[config.mk]
export PLATFORM = sky130hd
export DESIGN_NAME = lr35902_alu_with_flags
export DESIGN_NICKNAME = d
export VERILOG_FILES = /design/src/sv/lr35_pkg.sv /design/src/sv/lr35902_alu_with_flags.sv /design/src/sv/lr35_alu.sv
export SDC_FILE = /design/constraint.sdc
export NUM_CORES = 1
export LEC_CHECK = 0
export ABC_AREA = 1
export CORE_MARGIN = 4
export CORE_UTILIZATION = 60
export CTS_CLUSTER_DIAMETER = 30
export DETAILED_ROUTE_END_ITERATION = 10
export DONT_BUFFER_PORTS = 1
export HOLD_SLACK_MARGIN = 0.1
export PLACE_DENSITY_LB_ADDON = 0.05
export SLEW_MARGIN = 10
export SYNTH_ARGS = -nofsm -noshare
export SYNTH_HDL_FRONTEND = slang
export SYNTH_SLANG_ARGS = --single-unit
[constraint.sdc]
create_clock -name i_clk -period 3.4 [get_ports i_clk]
set_input_delay 0.68 -clock i_clk [delete_from_list [all_inputs] [get_ports i_clk]]
set_output_delay 0.68 -clock i_clk [all_outputs]
set_load 0.01 [all_outputs]
[src/sv/lr35_pkg.sv]
`default_nettype none
// ----------------------------------------------------------------------------
// lr35_pkg
// Types and operation codes shared by the eight-bit ALU with flags and HL.
// ----------------------------------------------------------------------------
package lr35_pkg;

    // operation codes carried in the action field
    localparam logic [3:0] ACT_ADD    = 4'd0;
    localparam logic [3:0] ACT_ADC    = 4'd1;
    localparam logic [3:0] ACT_SUB    = 4'd2;
    localparam logic [3:0] ACT_SBC    = 4'd3;
    localparam logic [3:0] ACT_AND    = 4'd4;
    localparam logic [3:0] ACT_XOR    = 4'd5;
    localparam logic [3:0] ACT_OR     = 4'd6;
    localparam logic [3:0] ACT_CP     = 4'd7;
    localparam logic [3:0] ACT_DAA    = 4'd8;
    localparam logic [3:0] ACT_CPL    = 4'd9;
    localparam logic [3:0] ACT_SCF    = 4'd10;
    localparam logic [3:0] ACT_CCF    = 4'd11;
    localparam logic [3:0] ACT_ADD_HL = 4'd12;
    localparam logic [3:0] ACT_BIT    = 4'd13;

    // decimal adjust constants
    localparam logic [7:0] DAA_ADJ_LO = 8'h06;
    localparam logic [7:0] DAA_ADJ_HI = 8'h60;
    localparam logic [7:0] DAA_MAX_HI = 8'h99;
    localparam logic [3:0] DAA_MAX_LO = 4'h9;

    // one request
    typedef struct packed {
        logic [3:0]  action;
        logic [7:0]  operand;
        logic [15:0] operand_wide;
        logic [2:0]  bit_index;
    } t_in_item;

    // one result
    typedef struct packed {
        logic [7:0]  acc_out;
        logic        zero_flag;
        logic        subtract_flag;
        logic        half_carry_flag;
        logic        carry_flag;
        logic [15:0] hl_out;
    } t_out_item;

    // architectural state: accumulator, flags, HL
    typedef struct packed {
        logic [7:0]  acc;
        logic        z;
        logic        n;
        logic        h;
        logic        c;
        logic [15:0] hl;
    } t_state;

endpackage
`default_nettype wire

[src/sv/lr35902_alu_with_flags.sv]
`default_nettype none
// ----------------------------------------------------------------------------
// lr35902_alu_with_flags
// Eight-bit ALU with accumulator, Z/N/H/C flags and HL pair kept inside.
// ----------------------------------------------------------------------------
// path: an accepted request is loaded into the input register, then executed
//   into the result register and the kept state together once the result
//   register is free or being drained
// throughput: one request per cycle while the output is not stalled, set by the single execute stage
// reset: synchronous active low; clears accumulator, flags, HL and both
//   valid bits
module lr35902_alu_with_flags (
    input  var logic                i_clk,
    input  var logic                i_rst_n,
    input  var logic                i_in_valid,
    output logic                    o_in_ready,
    input  var lr35_pkg::t_in_item  i_in_data,
    output logic                    o_out_valid,
    input  var logic                i_out_ready,
    output lr35_pkg::t_out_item     o_out_data
);

    logic                r_in_valid;
    lr35_pkg::t_in_item  r_in;
    logic                r_out_valid;
    lr35_pkg::t_out_item r_out;
    lr35_pkg::t_state    r_state;
    lr35_pkg::t_state    n_state;
    logic                advance;

    // execute stage moves when the result register is free or being drained
    assign advance    = !r_out_valid || i_out_ready;
    assign o_in_ready = !r_in_valid || advance;

    // input register
    always_ff @(posedge i_clk) begin
        if (!i_rst_n) begin
            r_in_valid <= 1'b0;
        end else if (o_in_ready) begin
            r_in_valid <= i_in_valid;
        end
        if (o_in_ready && i_in_valid) begin
            r_in <= i_in_data;
        end
    end

    // execute
    lr35_alu u_alu (
        .i_item  (r_in),
        .i_state (r_state),
        .o_state (n_state)
    );

    // kept state and result register update together
    always_ff @(posedge i_clk) begin
        if (!i_rst_n) begin
            r_out_valid <= 1'b0;
            r_state     <= '0;
        end else if (advance) begin
            r_out_valid <= r_in_valid;
            if (r_in_valid) begin
                r_state <= n_state;
            end
        end
        if (advance && r_in_valid) begin
            r_out.acc_out         <= n_state.acc;
            r_out.zero_flag       <= n_state.z;
            r_out.subtract_flag   <= n_state.n;
            r_out.half_carry_flag <= n_state.h;
            r_out.carry_flag      <= n_state.c;
            r_out.hl_out          <= n_state.hl;
        end
    end

    assign o_out_valid = r_out_valid;
    assign o_out_data  = r_out;

    // reset empties both stages
    a_reset_empty: assert property (@(posedge i_clk)
        !i_rst_n |=> !r_out_valid && !r_in_valid)
        else $error("pipeline not empty after reset");

    // a shown result's accumulator, HL and carry always match the kept state
    a_out_is_state: assert property (@(posedge i_clk) disable iff (!i_rst_n)
        r_out_valid |-> (r_out.acc_out == r_state.acc) &&
                        (r_out.hl_out == r_state.hl) &&
                        (r_out.carry_flag == r_state.c))
        else $error("result differs from kept state");

    // an executed request always produces a result next cycle
    a_exec_to_out: assert property (@(posedge i_clk) disable iff (!i_rst_n)
        r_in_valid && advance |=> r_out_valid)
        else $error("executed request lost");

    // set carry leaves carry high with N and H clear
    a_scf: assert property (@(posedge i_clk) disable iff (!i_rst_n)
        r_in_valid && advance && (r_in.action == lr35_pkg::ACT_SCF)
        |=> r_state.c && !r_state.n && !r_state.h)
        else $error("set carry flags wrong");

endmodule
`default_nettype wire

[src/sv/lr35_alu.sv]
`default_nettype none
// ----------------------------------------------------------------------------
// lr35_alu
// Combinational execute unit: next accumulator, flags and HL for one request.
// ----------------------------------------------------------------------------
module lr35_alu (
    input  var lr35_pkg::t_in_item i_item,
    input  var lr35_pkg::t_state   i_state,
    output lr35_pkg::t_state       o_state
);

    logic       cin;
    logic [8:0] add_sum;
    logic [4:0] add_half;
    logic [8:0] sub_diff;
    logic [4:0] sub_half;
    logic [7:0] and_res;
    logic [7:0] xor_res;
    logic [7:0] or_res;
    logic       daa_c;
    logic [7:0] daa_adj;
    logic [7:0] daa_res;
    logic [16:0] hl_sum;
    logic [12:0] hl_half;

    // carry in only for the with-carry forms
    assign cin = ((i_item.action == lr35_pkg::ACT_ADC) ||
                  (i_item.action == lr35_pkg::ACT_SBC)) ? i_state.c : 1'b0;

    // eight-bit add and subtract with nibble carry / borrow
    assign add_sum  = {1'b0, i_state.acc} + {1'b0, i_item.operand} + {8'd0, cin};
    assign add_half = {1'b0, i_state.acc[3:0]} + {1'b0, i_item.operand[3:0]}
                      + {4'd0, cin};
    assign sub_diff = {1'b0, i_state.acc} - {1'b0, i_item.operand} - {8'd0, cin};
    assign sub_half = {1'b0, i_state.acc[3:0]} - {1'b0, i_item.operand[3:0]}
                      - {4'd0, cin};

    // logic group
    assign and_res = i_state.acc & i_item.operand;
    assign xor_res = i_state.acc ^ i_item.operand;
    assign or_res  = i_state.acc | i_item.operand;

    // decimal adjust, tests on the unadjusted accumulator
    always_comb begin
        daa_c   = i_state.c;
        daa_adj = 8'd0;
        if (!i_state.n) begin
            if (i_state.c || (i_state.acc > lr35_pkg::DAA_MAX_HI)) begin
                daa_adj = daa_adj | lr35_pkg::DAA_ADJ_HI;
                daa_c   = 1'b1;
            end
            if (i_state.h || (i_state.acc[3:0] > lr35_pkg::DAA_MAX_LO)) begin
                daa_adj = daa_adj | lr35_pkg::DAA_ADJ_LO;
            end
            daa_res = i_state.acc + daa_adj;
        end else begin
            if (i_state.c) begin
                daa_adj = daa_adj | lr35_pkg::DAA_ADJ_HI;
            end
            if (i_state.h) begin
                daa_adj = daa_adj | lr35_pkg::DAA_ADJ_LO;
            end
            daa_res = i_state.acc - daa_adj;
        end
    end

    // sixteen-bit add to HL
    assign hl_sum  = {1'b0, i_state.hl} + {1'b0, i_item.operand_wide};
    assign hl_half = {1'b0, i_state.hl[11:0]} + {1'b0, i_item.operand_wide[11:0]};

    // operation select
    always_comb begin
        o_state = i_state;
        unique case (i_item.action)
            lr35_pkg::ACT_ADD, lr35_pkg::ACT_ADC: begin
                o_state.acc = add_sum[7:0];
                o_state.z   = (add_sum[7:0] == 8'd0);
                o_state.n   = 1'b0;
                o_state.h   = add_half[4];
                o_state.c   = add_sum[8];
            end
            lr35_pkg::ACT_SUB, lr35_pkg::ACT_SBC, lr35_pkg::ACT_CP: begin
                if (i_item.action != lr35_pkg::ACT_CP) begin
                    o_state.acc = sub_diff[7:0];
                end
                o_state.z = (sub_diff[7:0] == 8'd0);
                o_state.n = 1'b1;
                o_state.h = sub_half[4];
                o_state.c = sub_diff[8];
            end
            lr35_pkg::ACT_AND: begin
                o_state.acc = and_res;
                o_state.z   = (and_res == 8'd0);
                o_state.n   = 1'b0;
                o_state.h   = 1'b1;
                o_state.c   = 1'b0;
            end
            lr35_pkg::ACT_XOR: begin
                o_state.acc = xor_res;
                o_state.z   = (xor_res == 8'd0);
                o_state.n   = 1'b0;
                o_state.h   = 1'b0;
                o_state.c   = 1'b0;
            end
            lr35_pkg::ACT_OR: begin
                o_state.acc = or_res;
                o_state.z   = (or_res == 8'd0);
                o_state.n   = 1'b0;
                o_state.h   = 1'b0;
                o_state.c   = 1'b0;
            end
            lr35_pkg::ACT_DAA: begin
                o_state.acc = daa_res;
                o_state.z   = (daa_res == 8'd0);
                o_state.h   = 1'b0;
                o_state.c   = daa_c;
            end
            lr35_pkg::ACT_CPL: begin
                o_state.acc = ~i_state.acc;
                o_state.n   = 1'b1;
                o_state.h   = 1'b1;
            end
            lr35_pkg::ACT_SCF: begin
                o_state.n = 1'b0;
                o_state.h = 1'b0;
                o_state.c = 1'b1;
            end
            lr35_pkg::ACT_CCF: begin
                o_state.n = 1'b0;
                o_state.h = 1'b0;
                o_state.c = ~i_state.c;
            end
            lr35_pkg::ACT_ADD_HL: begin
                o_state.hl = hl_sum[15:0];
                o_state.n  = 1'b0;
                o_state.h  = hl_half[12];
                o_state.c  = hl_sum[16];
            end
            lr35_pkg::ACT_BIT: begin
                o_state.z = ~i_item.operand[i_item.bit_index];
                o_state.n = 1'b0;
                o_state.h = 1'b1;
            end
            default: begin
                // unused codes leave the state alone
                o_state = i_state;
            end
        endcase
    end

endmodule
`default_nettype wire
Word level (Yosys, flattened, before mapping)
Index checks and enable logic that the tools add are counted.
{ "word_totals": {"regBits": 89, "inputBits": 35, "out_inout_bits": 30, "mem_count": 0, "latch_bits": 0, "rom_bits": 0, "ram_bits": 0} }
{ "op_classes": {"shifts": 0, "n_eq_ne": 14, "add_sub_neg": 12, "n_reduce_logical": 24, "n_lt_le_gt_ge": 3, "div": 0, "muxes": 19, "mul": 0, "bitwise": 6} }
{ "op_table": {"columns": ["operator", "count"], "rows": [
  ["8-bit one-hot mux with 7 select lines", 1],
  ["8-bit zero test", 6],
  ["8-bit 2-to-1 mux", 4],
  ["4-bit equality test (second input constant)", 6],
  ["16-bit by 16-bit adder with 17-bit output", 1],
  ["4-bit by 3-bit equality test with 1-bit output (second input constant)", 4],
  ["16-bit 2-to-1 mux", 1],
  ["7-bit 2-to-1 mux", 2],
  ["1-bit one-hot mux with 7 select lines", 2],
  ["12-bit by 12-bit adder with 13-bit output", 1],
  ["8-bit by 8-bit adder with 9-bit output", 1],
  ["9-bit by 1-bit adder with 9-bit output", 1],
  ["3-bit OR reduction", 3],
  ["9-bit OR reduction", 1],
  ["8-bit by 8-bit subtractor with 9-bit output", 1],
  ["9-bit by 1-bit subtractor with 9-bit output", 1],
  ["8-bit adder", 1],
  ["8-bit bitwise AND", 1],
  ["4-bit by 2-bit equality test with 1-bit output (second input constant)", 2],
  ["8-bit > comparator (second input constant)", 1],
  ["8-bit NOT", 1],
  ["8-bit OR", 1],
  ["8-bit subtractor", 1],
  ["8-bit XOR", 1],
  ["other kinds (22)", 33]
]} }

Depth between registers and ports, before layout
Gate-level depths: netlist of the first run.
{ "depth": {"word_depth": 9, "depth_mapped": 19, "ltp_nobuf": 19} }

Hierarchy
A second synthesis of the first run with hierarchy kept.
{ "unflattened": {"hier_cells": 904, "area_unflattened_um2": 6696.4} }
{ "by_module_without_submodules": {"columns": ["mod", "seq_area_each_um2", "cells_per_inst", "area_each_um2", "n_inst"], "rows": [
  ["lr35_alu", 0.0, 649, 3574.7, 1],
  ["lr35902_alu_with_flags", 2372.3, 255, 3121.7, 1]
]} }

Worst setup path before layout of the first run
No wires, ideal clock.
{ "synth_timing": {"kind": "reg-to-reg", "start": "register r_in[30] (netlist name)", "end": "register r_out (netlist bit o_out_data[23]), data pin", "setup_slack_ns": 0.849, "synth_period_minus_slack_ns": 2.551, "stages_incl_launch_ff": 12, "setup_ns": 0.274, "arrival_ns": 2.277, "cell_sequence": "edfxtp_1 -> inv_1 -> nand2_1 -> nor3_1 -> fa_1 -> ha_1 -> o21ai_0 -> nand3_1 -> nand2_1 -> nor2_1 -> nor4_1 -> o21ai_0"} }
{ "synth_rtl": {"columns": ["item", "line_no", "source"], "rows": [
  ["from (decl)", "lr35902_alu_with_flags.sv:24", "lr35_pkg::t_in_item r_in;"],
  ["from (signal assigned)", "lr35902_alu_with_flags.sv:43", "r_in <= i_in_data;"],
  ["to (decl)", "lr35902_alu_with_flags.sv:26", "lr35_pkg::t_out_item r_out;"]
]} }

==> results.txt, run 1 <==
- Drt pass-1 iters: 8
* Starting Density: 62.5%
- Overall die height: 110 µm
- For this run, the number of Yosys warnings is 0.
* Average detailed-routed wire length per instance: 17.6 µm
- Pin slew with the least headroom to its limit: 0.946 ns
- Clock root buffer: clkbuf_8
- Yosys mapped a number of flops with a built-in enable equal to 59.
- Maximum fanout along the worst path: 5
* Combinational group share of total power: 28.7%
- After synthesis, flip-flops and latches occupy 38.1% of the total area.
* Seq pwr share: 45.7%
- Number of placement rows: 36
- The number of antenna violations at the first check in global routing came to 0.
* Cell internal pwr: 1850 µW
- Wire length of the first global-routing pass: 26400 µm
* Clock Skews: 0.0140 ns
- Start-to-end type of the worst setup path: flip-flop to flip-flop
- When the netlist entered floorplanning its net count stood at 920.
* Share of layout cells above drive strength 1: 5.50%
- Required time reported for the critical path endpoint: 3.51 ns
* Setup violation total in the final timing report: 0
- Count of inserted antenna diode cells: 0
- Reported net switching power: 1000 µW
- From synthesis to final layout, the design area changed by 6.07%.
- Leaving out fill and tap cells, the most frequent cell in the layout is nand2_1.
- In this run the count of I/O pins placed on the die edge is 65.
* Detailed router's first-iteration violation count: 544
- Relative contribution of the clock network to total power: 25.6%
* Final-layout fill cell count: 854
- The congestion estimate from routability-driven global placement came to 1.00.
- The final hold violation count was 0.
* Worst slew margin relative to its limit: 36.9%
* Maximum number of pins on one net before global-route repair: 51
- The worst setup path is launched from a flip-flop.
- The total overflow left after global routing is 0.
- The analysis attributes to cell leakage a power of 0.00329 µW.
- Total Routing Usage GR: 28.9%
- CTS H-tree lvls: 3
- Flop2flop setup slack: 0.23 ns
- Most instantiated flip-flop cell in the synthesis netlist: edfxtp_1
* Clock transition at the register clock pins on the worst setup and hold paths after CTS: 0.09 ns
- Final setup TNS: 0 ns
* Async S/R FF share, synth: 0%
- Measured on the finished design, the core utilization comes to 66.3%.
- Class of the tightest hold or removal check: primary input to flip-flop
- The longest clock path from root to sink contains 2 buffers.
- Beginning of the critical path: r_in[30]
- The tool flagged a number of max-cap violations equal to 0.
- Quantity of I/O buffers inserted on ports: 0
- Fmax: 315 MHz
- Counting I/O delays and the setup requirement, the final critical path takes 3.17 ns.
* Crit. End Element: flip-flop
- Total clock buffers created by CTS: 9
* Switching power as a share of total power: 35.1%
- The startpoint identified for the worst register-to-register timing path is r_in[30].
* Net count of the finished layout: 926
- DR vias: 5681
* Status: completed
- The worst hold path begins at i_in_data[18].
- In this run the mean area of a mapped cell was 7.54 µm².
- Post-DP HPWL: 13400 µm
* Unrepaired setup endpoints after global routing: false
- CTS tree: built
- Number of global-route vias before repair: 5145
- Leaving out fill and tap cells, the most frequent cells in the layout are 202 x nand2_1, 130 x inv_1, 65 x nor2_1, 59 x edfxtp_1, 55 x ha_1.
* Number of sinks driven by the clock tree: 89
- In this run the remaining antenna-violating nets after routing total 0.
- Average vias per placed instance: 5.86
- Overall die width: 110 µm
* Power per cell area: 432 nW/µm²
- The final critical path takes up 93.3% of the cycle.
- Maximum VDD drop: 478 µV
- # hold bufs at CTS: 0
- Seq cells post-synth: 89
* Synth Instances: 825
* Yosys cell types: 38
* Area of the mapped netlist: 6220 µm²
- STA puts the critical path data arrival time at 3.28 ns.
- The number of max-slew violations in the final report was 0.
* Core region area: 9950 µm²
* Die Footprint: 12100 µm²
- At the later pin of the worst-skew pair, clock insertion delay measures 0.36 ns.
- For this block, the routed nets add up to 17100 µm of wire.
- In the routed design, unresolved DRC markers number 0.
[power by group through the flow]
| stage | Combinational (µW) | Sequential [µW] | Clock [µW] |
|---|---|---|---|
| floorplan | 598 | 1310 | 0 |
| global placement | 774 | 1320 | 0 |
| detailed placement | 791 | 1330 | 0 |
| CTS | 797 | 1300 | 736 |
| global route | 914 | 1310 | 773 |
| finish | 818 | 1300 | 730 |
[what timing repair did]
item | in CTS | in global routing
gates resized for setup | 0 | 1
buffers inserted | 0 | 0
setup endpoints to repair | 0 | 2
[registers in the layout (all words and copies together) (netlist names)]
register     count
o_out_data      28
o_out_valid      1
r_in            31
r_in_valid       1
r_state         28
[logic make-up (layout without fill, tap and decap cells)]
family	Yosys count	count (layout)	synth area share (%)
simple gates	363	363	24.9
buf+inv	153	164	9.35
compound gates	149	149	13.4
flops	89	89	38.1
fa+ha+maj	60	60	12.7
xor+xnor	11	11	1.55
[final cells by class]
type,count,area (µm²),area share (%)
clock inverters,5,42.5,0.645
repair buffers,7,52.6,0.796
multi-input cells,583,3270,49.6
inverters,141,529,8.02
well taps,133,166,2.52
flip-flops and latches,89,2370,35.9
clock buffers,11,163,2.46
[cells in the mapped netlist, types with 2 or more instances]
library cell    n  area share, %
nand3b_1        7           0.84
inv_2          10           0.60
a21oi_1        54            4.3
buf_2           3           0.24
nand2_1       202             12
xor2_1          6           0.84
nor3_1          6           0.48
a22oi_1         2           0.24
o21ai_0        45            3.6
clkbuf_1        8           0.48
o21bai_1        4           0.48
dfxtp_1        30            9.7
a211oi_1        2           0.24
nor2_1         65            3.9
o21a_1          2           0.24
edfxtp_1       59             28
nand2_2         2           0.20
inv_1         131            7.9
or2_2           2           0.20
o21ai_1        11           0.88
ha_1           55             11
fa_1            5            1.6
nor2_2          4           0.40
xnor2_1         5           0.70
a21o_1          4           0.48
o211ai_1       10            1.2
nand4_1        19            1.9
nand3_1        52            4.2
o22ai_1        11            1.1
[stage by stage]
| stage | power, µW | instance area [µm²] | hold WS [ns] | cells | setup WS, ns |
|---|---|---|---|---|---|
| 2_1_floorplan | 1910 | 6220 | 0.504 | 825 | 0.849 |
| 3_5_place_dp | 2120 | 6390 | 0.540 | 953 | 0.172 |
| 6_report | 2850 | 6600 | 0.405 | 969 | 0.226 |
| 3_3_place_gp | 2100 | 6390 | 0.529 | 953 | 0.302 |
| 5_1_grt | 3000 | 6600 | 0.389 | 969 | 0.0488 |
| 4_1_cts | 2840 | 6590 | 0.402 | 969 | 0.146 |
[path summary, 6_finish.rpt]
check                   endpoint  depth (start not counted)
setup / recovery  o_out_data[27]                         13
hold / removal          r_in[18]                          0
hold reg to reg      o_out_valid                          2
setup reg to reg  o_out_data[27]                         13
[critical path, stage by stage (launching register included)]
cell,delay (ns)
edfxtp_1,0.48
inv_1,0.09
nand2_1,0.10
nor3_1,0.31
fa_1,0.55
ha_1,0.21
o21ai_0,0.33
nand2_1,0.22
nand2_1,0.12
nand3b_1,0.10
nand3_1,0.09
nand4_1,0.09
o21ai_0,0.14
inv_1,0.09
[metal layers]
metal | global-route usage [%] | vias to the layer above | share of wire, % | routed length [µm]
met5 | 0 | - | 0 | 0
met4 | 8.10 | 0 | 2.1 | 366
met3 | 4.99 | 36 | 9.4 | 1600
met2 | 44.2 | 281 | 44 | 7600
met1 | 41.9 | 2617 | 44 | 7540
li1 | - | 2747 | - | -
No activity file was read; power rests on OpenSTA's default activity.
==> run 2, diff against run 1 <==
==> constraint.sdc (replaced) <==
create_clock -name i_clk -period 3.15 [get_ports i_clk]
set_input_delay 0.63 -clock i_clk [delete_from_list [all_inputs] [get_ports i_clk]]
set_output_delay 0.63 -clock i_clk [all_outputs]
set_load 0.01 [all_outputs]
==> run 2 against run 1 <==
Net effect:
- via count grew 0.48%
- clock-buffer cell count is 1 lower
- non-clock buffer count is 3 higher
- maximum frequency up 8.1%
- critical path depth unchanged
- total power grew 8.8%
- clock skew is 0.0013 ns higher
==> results.txt, run 2 (synthesized netlist as in run 1, its figures left out) <==
* Status: completed
- The die span in y is 110 µm (unchanged).
* Max Cap Viol: 0 (unchanged)
- The total buffers and inverters traversed by the critical path is 2 (unchanged).
* Required time reported for the critical path endpoint: 3.25 ns (-0.26 ns)
* Master of the slowest instance on the critical path: edfxtp_1
- Crit. End Element: flip-flop
- The via density per instance was 5.87 (+0.17%).
- Maximum VDD drop: 420 µV (-12%)
* Number of placement rows: 36 (unchanged)
- The half-perimeter wire length of the detailed placement result is 13400 µm (+0.18%).
- Synthesis-to-finish area growth: 6.47%
* Weighted congestion at the end of routability-driven global placement: 1.01 (+1.4%)
- The endpoint identified for the worst register-to-register timing path is o_out_data[23].
- Quantity of I/O buffers inserted on ports: 0 (unchanged)
- Global route overflow: 0 (unchanged)
- The clock latency of the later-clocked register in the worst-skew pair was 0.39 ns (+0.03 ns).
- The cell sitting at the root of the clock tree is a clkbuf_8.
* Beginning of the critical path: r_in[29]
* Starting Density: 62.5% (unchanged)
* Number of placed instances with taps included: 955 (+0.21%)
* Core region area: 9950 µm² (unchanged)
- Number of stages on the worst hold path: 0 (unchanged)
* Final period util: 93.2% (-0.15 points)
- The arrival time of data at the critical path endpoint came to 3.04 ns (-0.24 ns).
- Wire length reported by the detailed router: 17300 µm (+1.4%)
- The combinational share of power was 28.5% (-0.2 points).
- DRC: 0 (unchanged)
- Average detailed-routed wire length per instance: 17.8 µm (+1.1%)
- The library cell used most frequently in the layout, excluding fill and tap cells, is nand2_1.
- Clock Skews: 0.0154 ns (+0.00132 ns)
- Max-slew violations: 0 (unchanged)
- Count of inserted antenna diode cells: 0 (unchanged)
* Power per cell area: 468 nW/µm² (+8.4%)
- DR vias: 5708 (+0.48%)
- The largest stage delay on the critical path is 0.45 ns (-0.10 ns).
- Number of antenna violations at the first check in global routing: 0 (unchanged)
- Worst slew margin relative to its limit: 36.9% (+0.058 points)
- Drt pass-1 iters: 6 (-2)
- The aggregate negative setup slack is 0 ns (unchanged).
- Standby leakage power: 0.00330 µW (+0.19%)
- Number of sinks driven by the clock tree: 89 (unchanged)
- The via count of the first global-routing pass came to 5373 (+4.4%).
* Pin slew with the least headroom to its limit: 0.946 ns (+0.000511 ns)
- The final hold violation count came to 0 (unchanged).
* Class of the tightest hold or removal check: primary input to flip-flop
- Non-filler instance count after layout: 972 (+0.31%)
- Most Frequent Cell on Critical Path: nand2_1
- Clock transition at the register clock pins on the worst setup and hold paths after CTS: 0.10 ns (about the same)
- The count of cells along the worst register-to-register path is 13 (unchanged).
- Maximum fanout along the worst path: 3 (-2)
- Die Footprint: 12100 µm² (unchanged)
- Max FFs per register: 31 (unchanged)
- Total clock buffers created by CTS: 9 (unchanged)
* Clock period minus final worst setup slack: 2.94 ns (-0.238 ns)
* Reported net switching power: 1090 µW (+9.1%)
* Net count of the finished layout: 929 (+0.32%)
- TritonCTS built the clock tree.
* Cell internal pwr: 2010 µW (+8.7%)
- The fraction of power spent switching nets was 35.2% (+0.092 points).
- Start-to-end type of the worst setup path: flip-flop to flip-flop
- Hold path startpoint: i_in_data[11]
* CP delay by family, top: simple AND/OR/NAND/NOR gates
- The setup violation total in the final timing report was 0 (unchanged).
- The global-route usage over all layers was 30.4% (+1.6 points).
- The startpoint identified for the worst register-to-register timing path is r_in[29].
- Seq pwr share: 45.3% (-0.4 points)
- The achievable clock frequency is 341 MHz (+8.1%).
* Unrepaired setup endpoints after global routing: false
- Leaving out fill and tap cells, the most frequent cells in the layout are 202 x nand2_1, 130 x inv_1, 65 x nor2_1, 59 x edfxtp_1, 55 x ha_1.
- Maximum number of pins on one net before global-route repair: 51 (unchanged)
- CTS H-tree lvls: 3 (unchanged)
* Number of I/O pins: 65 (unchanged)
* CP Launch Type: flip-flop
- The worst hold path terminates at r_in[11].
- Detailed router's first-iteration violation count: 638 (+17%)
- Cell breakdown of the critical path: inv_2, nand2_1, nor3_2, inv_1, fa_1, ha_1, o21ai_0, nand2_1, nand2_1, nand2_1, nor2_1, nor4_2, o21ai_0
- The flop-to-flop setup slack was 0.21 ns (about the same).
- The fraction of power consumed by the clock network came to 26.2% (+0.6 points).
- Wire length of the first global-routing pass: 27500 µm (+4.0%)
- The number of buffers on the longest clock path came to 2 (unchanged).
* Overall die width: 110 µm (unchanged)
* Share of layout cells above drive strength 1: 5.84% (+0.34 points)
* Antenna Violating Nets Remaining: 0 (unchanged)
* Top register by number of flip-flops: r_in
-- run 2: changes by cell type in the layout (fill, tap and decap cells not counted) --
cell,before,now
clkinvlp_4,0,1
buf_4,7,10
clkbuf_16,1,0
clkbuf_8,10,9
inv_6,3,2
o21ai_1,11,12
o21ai_0,45,44
clkbuf_1,0,1
nor3_1,6,5
nor3_2,0,1
clkinv_4,0,1
clkinv_2,1,0
bufinv_16,0,1
-- run 2: metal layers --
metal	vias to the layer above	global-route usage [%]	share of wire, %
li1	2765	-	-
met1	2599	43.2	44
met2	305	46.0	44
met3	39	6.34	9.6
met4	0	10.8	2.4
met5	-	0	0
-- run 2: area by class of cell --
| type | instances | area [µm²] |
|---|---|---|
| Fill cell | 829 | 3330 |
| Multi-Input combinational cell | 583 | 3280 |
| Sequential cell | 89 | 2370 |
| Inverter | 141 | 529 |
| Tap cell | 133 | 166 |
| Clock buffer | 10 | 128 |
| Clock inverter | 6 | 75.1 |
| Timing Repair Buffer | 10 | 75.1 |
-- run 2: worst max-delay path by stage --
| stage | depth (start not counted) | slack, ns | to |
|---|---|---|---|
| 2_1_floorplan | 11 | 0.60 | o_out_data[23] |
| 3_3_place_gp | 13 | 0.23 | o_out_data[23] |
| 3_5_place_dp | 13 | 0.11 | o_out_data[23] |
| 4_1_cts | 13 | 0.06 | o_out_data[23] |
| 5_1_grt | 14 | 0.006 | r_state[25] |
| 6_report | 13 | 0.21 | o_out_data[23] |
-- run 2: repair_timing --
action,in CTS,in global routing
setup buffers,0,1
hold buffers,0,0
setup endpoints to repair,0,10
hold endpoints to repair,0,0
gates resized for setup,0,3
-- run 2: power by group through the flow --
stage	combinational (µW)	sequential [µW]	clock (µW)
global placement	831	1430	0
floorplan	646	1410	0
CTS	862	1400	826
global route	993	1410	878
finish	885	1410	811
detailed placement	855	1430	0
-- run 2: metrics by stage --
stage	hold WS (ns)	setup WS (ns)	cell area, µm²	utilization, %	total power (µW)
floorplan	0.504	0.599	6220	-	2060
global placement	0.530	0.233	6400	64.3	2260
detailed placement	0.549	0.112	6400	64.3	2290
CTS	0.310	0.0630	6610	66.4	3090
global route	0.300	0.00561	6630	66.6	3280
finish	0.329	0.214	6630	66.6	3100
-- run 2: worst reg2reg max path, cell delays in order, from the launching register on --
cell and delay (ns):
edfxtp_1 0.45, inv_2 0.11, nand2_1 0.11, nor3_2 0.23, inv_1 0.09, fa_1 0.42, ha_1 0.30, o21ai_0 0.13
nand2_1 0.14, nand2_1 0.06, nand2_1 0.11, nor2_1 0.07, nor4_2 0.30, o21ai_0 0.14
==> run 3, diff against run 2 <==
--- a/config.mk
+++ b/config.mk
@@ -16,4 +16,5 @@
 export SLEW_MARGIN = 10
 export SYNTH_ARGS = -nofsm -noshare
 export SYNTH_HDL_FRONTEND = slang
+export SYNTH_HIERARCHICAL = 1
 export SYNTH_SLANG_ARGS = --single-unit
==> run 3 against run 2 <==
Net effect:
- final cell count grew 8.6%
- maximum frequency shrank 4.1%
- worst setup slack lost 0.13 ns
- largest power group unchanged
- largest cell class unchanged
- sequential cell count is the same
- via count grew 9.4%
- die area grew 7.1%
- worst hold slack gained 0.0054 ns
- clock-buffer cell count is the same
- register-to-register slack lost 0.13 ns
==> results.txt, run 3 <==
* Library cell with the largest summed area after synthesis: edfxtp_1
- The flow ran to the end, and the final reports show no timing, DRC or antenna violations.
* Maximum fanout along the worst path: 4 (+1)
- The core footprint was 10900 µm² (+9.4%).
- The synthesis-stage register bit count came to 89 (unchanged).
* Start-to-end type of the worst setup path: flip-flop to flip-flop
* Pre-CTS WS: 0.0638 ns (-0.0481 ns)
- Share of layout cells above drive strength 1: 8.52% (+2.7 points)
- Maximum VDD drop: 334 µV (-20%)
- Max FFs per register: 31 (unchanged)
* Final period util: 97.2% (+4.0 points)
- The library cell used most frequently in the layout, excluding fill and tap cells, is nand2_1.
- CP delay by family, top: simple AND/OR/NAND/NOR gates
- Clock root buffer: clkbuf_8
- Buffer levels on the longest clock path: 2 (unchanged)
- Source-to-sink clock delay at the later pin of the worst-skew pair: 0.38 ns (about the same)
- The post-route worst setup slack is 0.0873 ns (-0.127 ns).
- The die span in y is 114 µm (+3.5%).
- Largest cells by area after synthesis: edfxtp_1 26%, nand2_1 12%, ha_1 10%
- The via count of the first global-routing pass came to 5697 (+6.0%).
- Syn Nets: 999 (+8.6%)
- Arrival time of the worst setup path: 3.34 ns (+0.30 ns)
* Top cells by instance count after synthesis: 207 x nand2_1, 131 x inv_1, 95 x nor2_1
* Total Routing Usage GR: 29.6% (-0.80 points)
- The via total after detailed routing came to 6243 (+9.4%).
- Delay of the slowest cell on the worst path: 0.37 ns (-0.08 ns)
- Clock period minus final worst setup slack: 3.06 ns (+0.127 ns)
* Overall die width: 114 µm (+3.5%)
- The number of iterations in the first detailed-routing pass came to 6 (unchanged).
- The clock-pin slew of the registers on the worst-case setup and hold paths is 0.10 ns (about the same).
- Average detailed-routed wire length per instance: 17.8 µm (about the same)
- The overflow left after global routing was 0 (unchanged).
- The worst hold slack was 0.335 ns (+0.00543 ns).
- Unrepaired setup endpoints after global routing: true
- The register area share after synthesis came to 35.4% (-2.7 points).
* Final-layout fill cell count: 944 (+14%)
* Number of I/O pins: 65 (unchanged)
- The CTS buffer count is 9 (unchanged).
- The flop-to-flop setup slack is 0.09 ns (-0.13 ns).
- The final worst clock skew came to 0.0144 ns (-0.000958 ns).
- The multi-input gate area in the final layout is 3640 µm² (+11%).
- Beginning of the critical path: r_state[22]
- The setup violation total in the final timing report was 0 (unchanged).
- The final weighted congestion of routability-driven global placement is 1.03 (+1.2%).
* Die Footprint: 12900 µm² (+7.1%)
* Most used cells in the layout excluding fill and tap cells: 207 x nand2_1, 131 x inv_1, 93 x nor2_1, 87 x nand3_1, 65 x a21oi_1
* CP Launch Type: flip-flop
* Pin slew with the least headroom to its limit: 1.07 ns (+0.122 ns)
* Max Cap Viol: 0 (unchanged)
- Number of flops mapped to enable cells by yosys: 59 (unchanged)
- CTS tree: built
- Standby leakage power: 0.00334 µW (+1.2%)
- Cell count along the critical path: 19 (+6)
- Among all stages on the critical path, the largest delay is contributed by dfxtp_4.
- The total buffers and inverters traversed by the critical path was 3 (+1).
- The number of nets in the layout is 1006 (+8.3%).
* # hold bufs at CTS: 0 (unchanged)
- In the synthesized netlist the dominant register cell turns out to be edfxtp_1.
- Detailed router's first-iteration violation count: 980 (+54%)
- Cell breakdown of the critical path: o21ai_4, inv_1, nor2_2, inv_1, ha_1, o21ai_0, ha_1, nand2_1, nand2_1, a21oi_1, nand3_1, nand3_1, nand4_1, nor2_1, nor2_1, inv_1, nand3_1, nand2_1, nor2_1
* Antenna Violating Nets Remaining: 0 (unchanged)
- Area share of the leading cell type in the synthesized netlist: 26.5% (-2.0 points)
- The count of unresolved DRC violations after routing was 0 (unchanged).
- The number of antenna violations at the first check in global routing came to 1 (+1).
* Most common cell in the synthesized netlist: nand2_1
* Starting Density: 61.5% (-1.0 points)
- The sequential cell area is 2380 µm² (+0.47%).
- The synthesized instance count is 904 (+9.6%).
- The critical path required time was 3.43 ns (+0.18 ns).
- Top register by number of flip-flops: r_in
- Number of hold violations in the final report: 0 (unchanged)
- The total power density per cell area is 447 nW/µm² (-4.6%).
- Startpoint of the worst register-to-register path: r_state[22]
- The total detailed-routing wirelength was 18800 µm (+8.6%).
- Class of the tightest hold or removal check: primary input to flip-flop
- Area of the mapped netlist: 6700 µm² (+7.6%)
- The relative slew slack is 28.5% (-8.4 points).
* Average vias per placed instance: 5.91 (+0.67%)
- Post-DP HPWL: 14500 µm (+8.3%)
* Quantity of I/O buffers inserted on ports: 0 (unchanged)
- The worst setup path is captured at a flip-flop.
- From synthesis to final layout, the design area changed by 5.40%.
- The maximum number of pins on one net before global-route repair came to 58 (+14%).
* Depth of the worst register-to-register path: 19 (+6)
- Following the worst setup path forward leads to its endpoint at r_state[27].
- The number of warning messages in the yosys log came to 6 (+6).
- Number of placement rows: 38 (+5.6%)
- The number of distinct library cells after synthesis is 44 (+16%).
- Fmax: 327 MHz (-4.1%)
- The global-route wire length before repair is 29700 µm (+8.0%).
* Number of sinks driven by the clock tree: 89 (unchanged)
- The fraction of registers with async set/reset is 0% (unchanged).
* Max-slew violations: 0 (unchanged)
- The per-instance average area after synthesis was 7.41 µm² (-1.8%).
* Terminus of the critical flop-to-flop path: r_state[27]
* Count of inserted antenna diode cells: 0 (unchanged)
* CTS H-tree lvls: 3 (unchanged)
[run 3: cell types whose count changed in the layout (fill, tap and decap cells not counted), sizes merged, moves of 6 or more]
cell / before / now
a21oi: 54 / 66
nand2: 205 / 214
nand3: 52 / 88
nor2: 70 / 103
buf: 10 / 19
o211ai: 10 / 4
o21ai: 57 / 39
a31oi: 0 / 6
[run 3: routing by layer]
layer  vias to the layer above  global-route usage, %  wire (µm)
li1                       2993                      -          -
met1                      2851                   43.3       8470
met2                       352                   42.5       7730
met3                        45                   7.27       2040
met4                         2                   11.0        576
met5                         -                      0         15
[run 3: cells by family (layout without fill, tap and decap cells)]
family	after synthesis	after routing	share of synthesized area, %
AND/OR/NAND/NOR	441	441	29.1
buffers and inverters	164	176	10.7
AO/OA/AOI/OAI	139	139	11.6
flip-flops	89	89	35.4
adder cells (fa/ha/maj)	60	60	11.8
XOR/XNOR	11	11	1.44
[run 3: worst min-delay path by stage]
stage                  start           to  slack [ns]  cells past startpoint
2_1_floorplan    r_state[19]  r_state[19]        0.45                      2
3_3_place_gp     r_state[19]  r_state[19]        0.48                      2
3_5_place_dp     r_state[19]  r_state[19]        0.49                      2
4_1_cts        i_in_data[12]     r_in[12]        0.32                      0
5_1_grt         i_in_data[9]      r_in[9]        0.31                      0
6_report        i_in_data[6]      r_in[6]        0.33                      0
[run 3: final cells by class]
class                   count  area share, %
flip-flops and latches     89           33.8
clock buffers              10           1.81
multi-input cells         651           51.6
clock inverters             6          0.691
repair buffers             19           2.02
well taps                 140           2.48
inverters                 141           7.61
[run 3: worst register-to-register path, stage by stage, from the launching register on]
cell and delay, ns:
dfxtp_4 0.37, o21ai_4 0.19, inv_1 0.09, nor2_2 0.12, inv_1 0.07, ha_1 0.17
o21ai_0 0.24, ha_1 0.32, nand2_1 0.11, nand2_1 0.08, a21oi_1 0.17, nand3_1 0.12
nand3_1 0.19, nand4_1 0.21, nor2_1 0.15, nor2_1 0.07, inv_1 0.06, nand3_1 0.08
nand2_1 0.11, nor2_1 0.04
[run 3: power by group]
group	switching [µW]	total, µW	internal [µW]	leakage (µW)
Sequential	70.7	1410	1340	0.000819
Combinational	655	993	338	0.00243
Clock	454	751	297	0.0000916
Total	1180	3150	1970	0.00334
[run 3: metrics by stage]
| step | std cells | TNS, ns | util [%] | area (µm²) | power [µW] |
|---|---|---|---|---|---|
| 5_1_grt | 1056 | -0.0931 | 64.8 | 7060 | 3340 |
| 6_report | 1056 | 0 | 64.8 | 7060 | 3150 |
| 3_3_place_gp | 1039 | 0 | 62.8 | 6830 | 2350 |
| 3_5_place_dp | 1039 | 0 | 62.8 | 6830 | 2380 |
| 4_1_cts | 1055 | 0 | 64.4 | 7010 | 3120 |
| 2_1_floorplan | 904 | 0 | - | 6700 | 2140 |
[run 3: timing repair]
action / 4_1_cts / 5_1_grt
hold endpoints to repair: 0 / 0
resized for setup: 0 / 18
endpoints found under the setup margin: 0 / 13
buffers inserted: 0 / 1
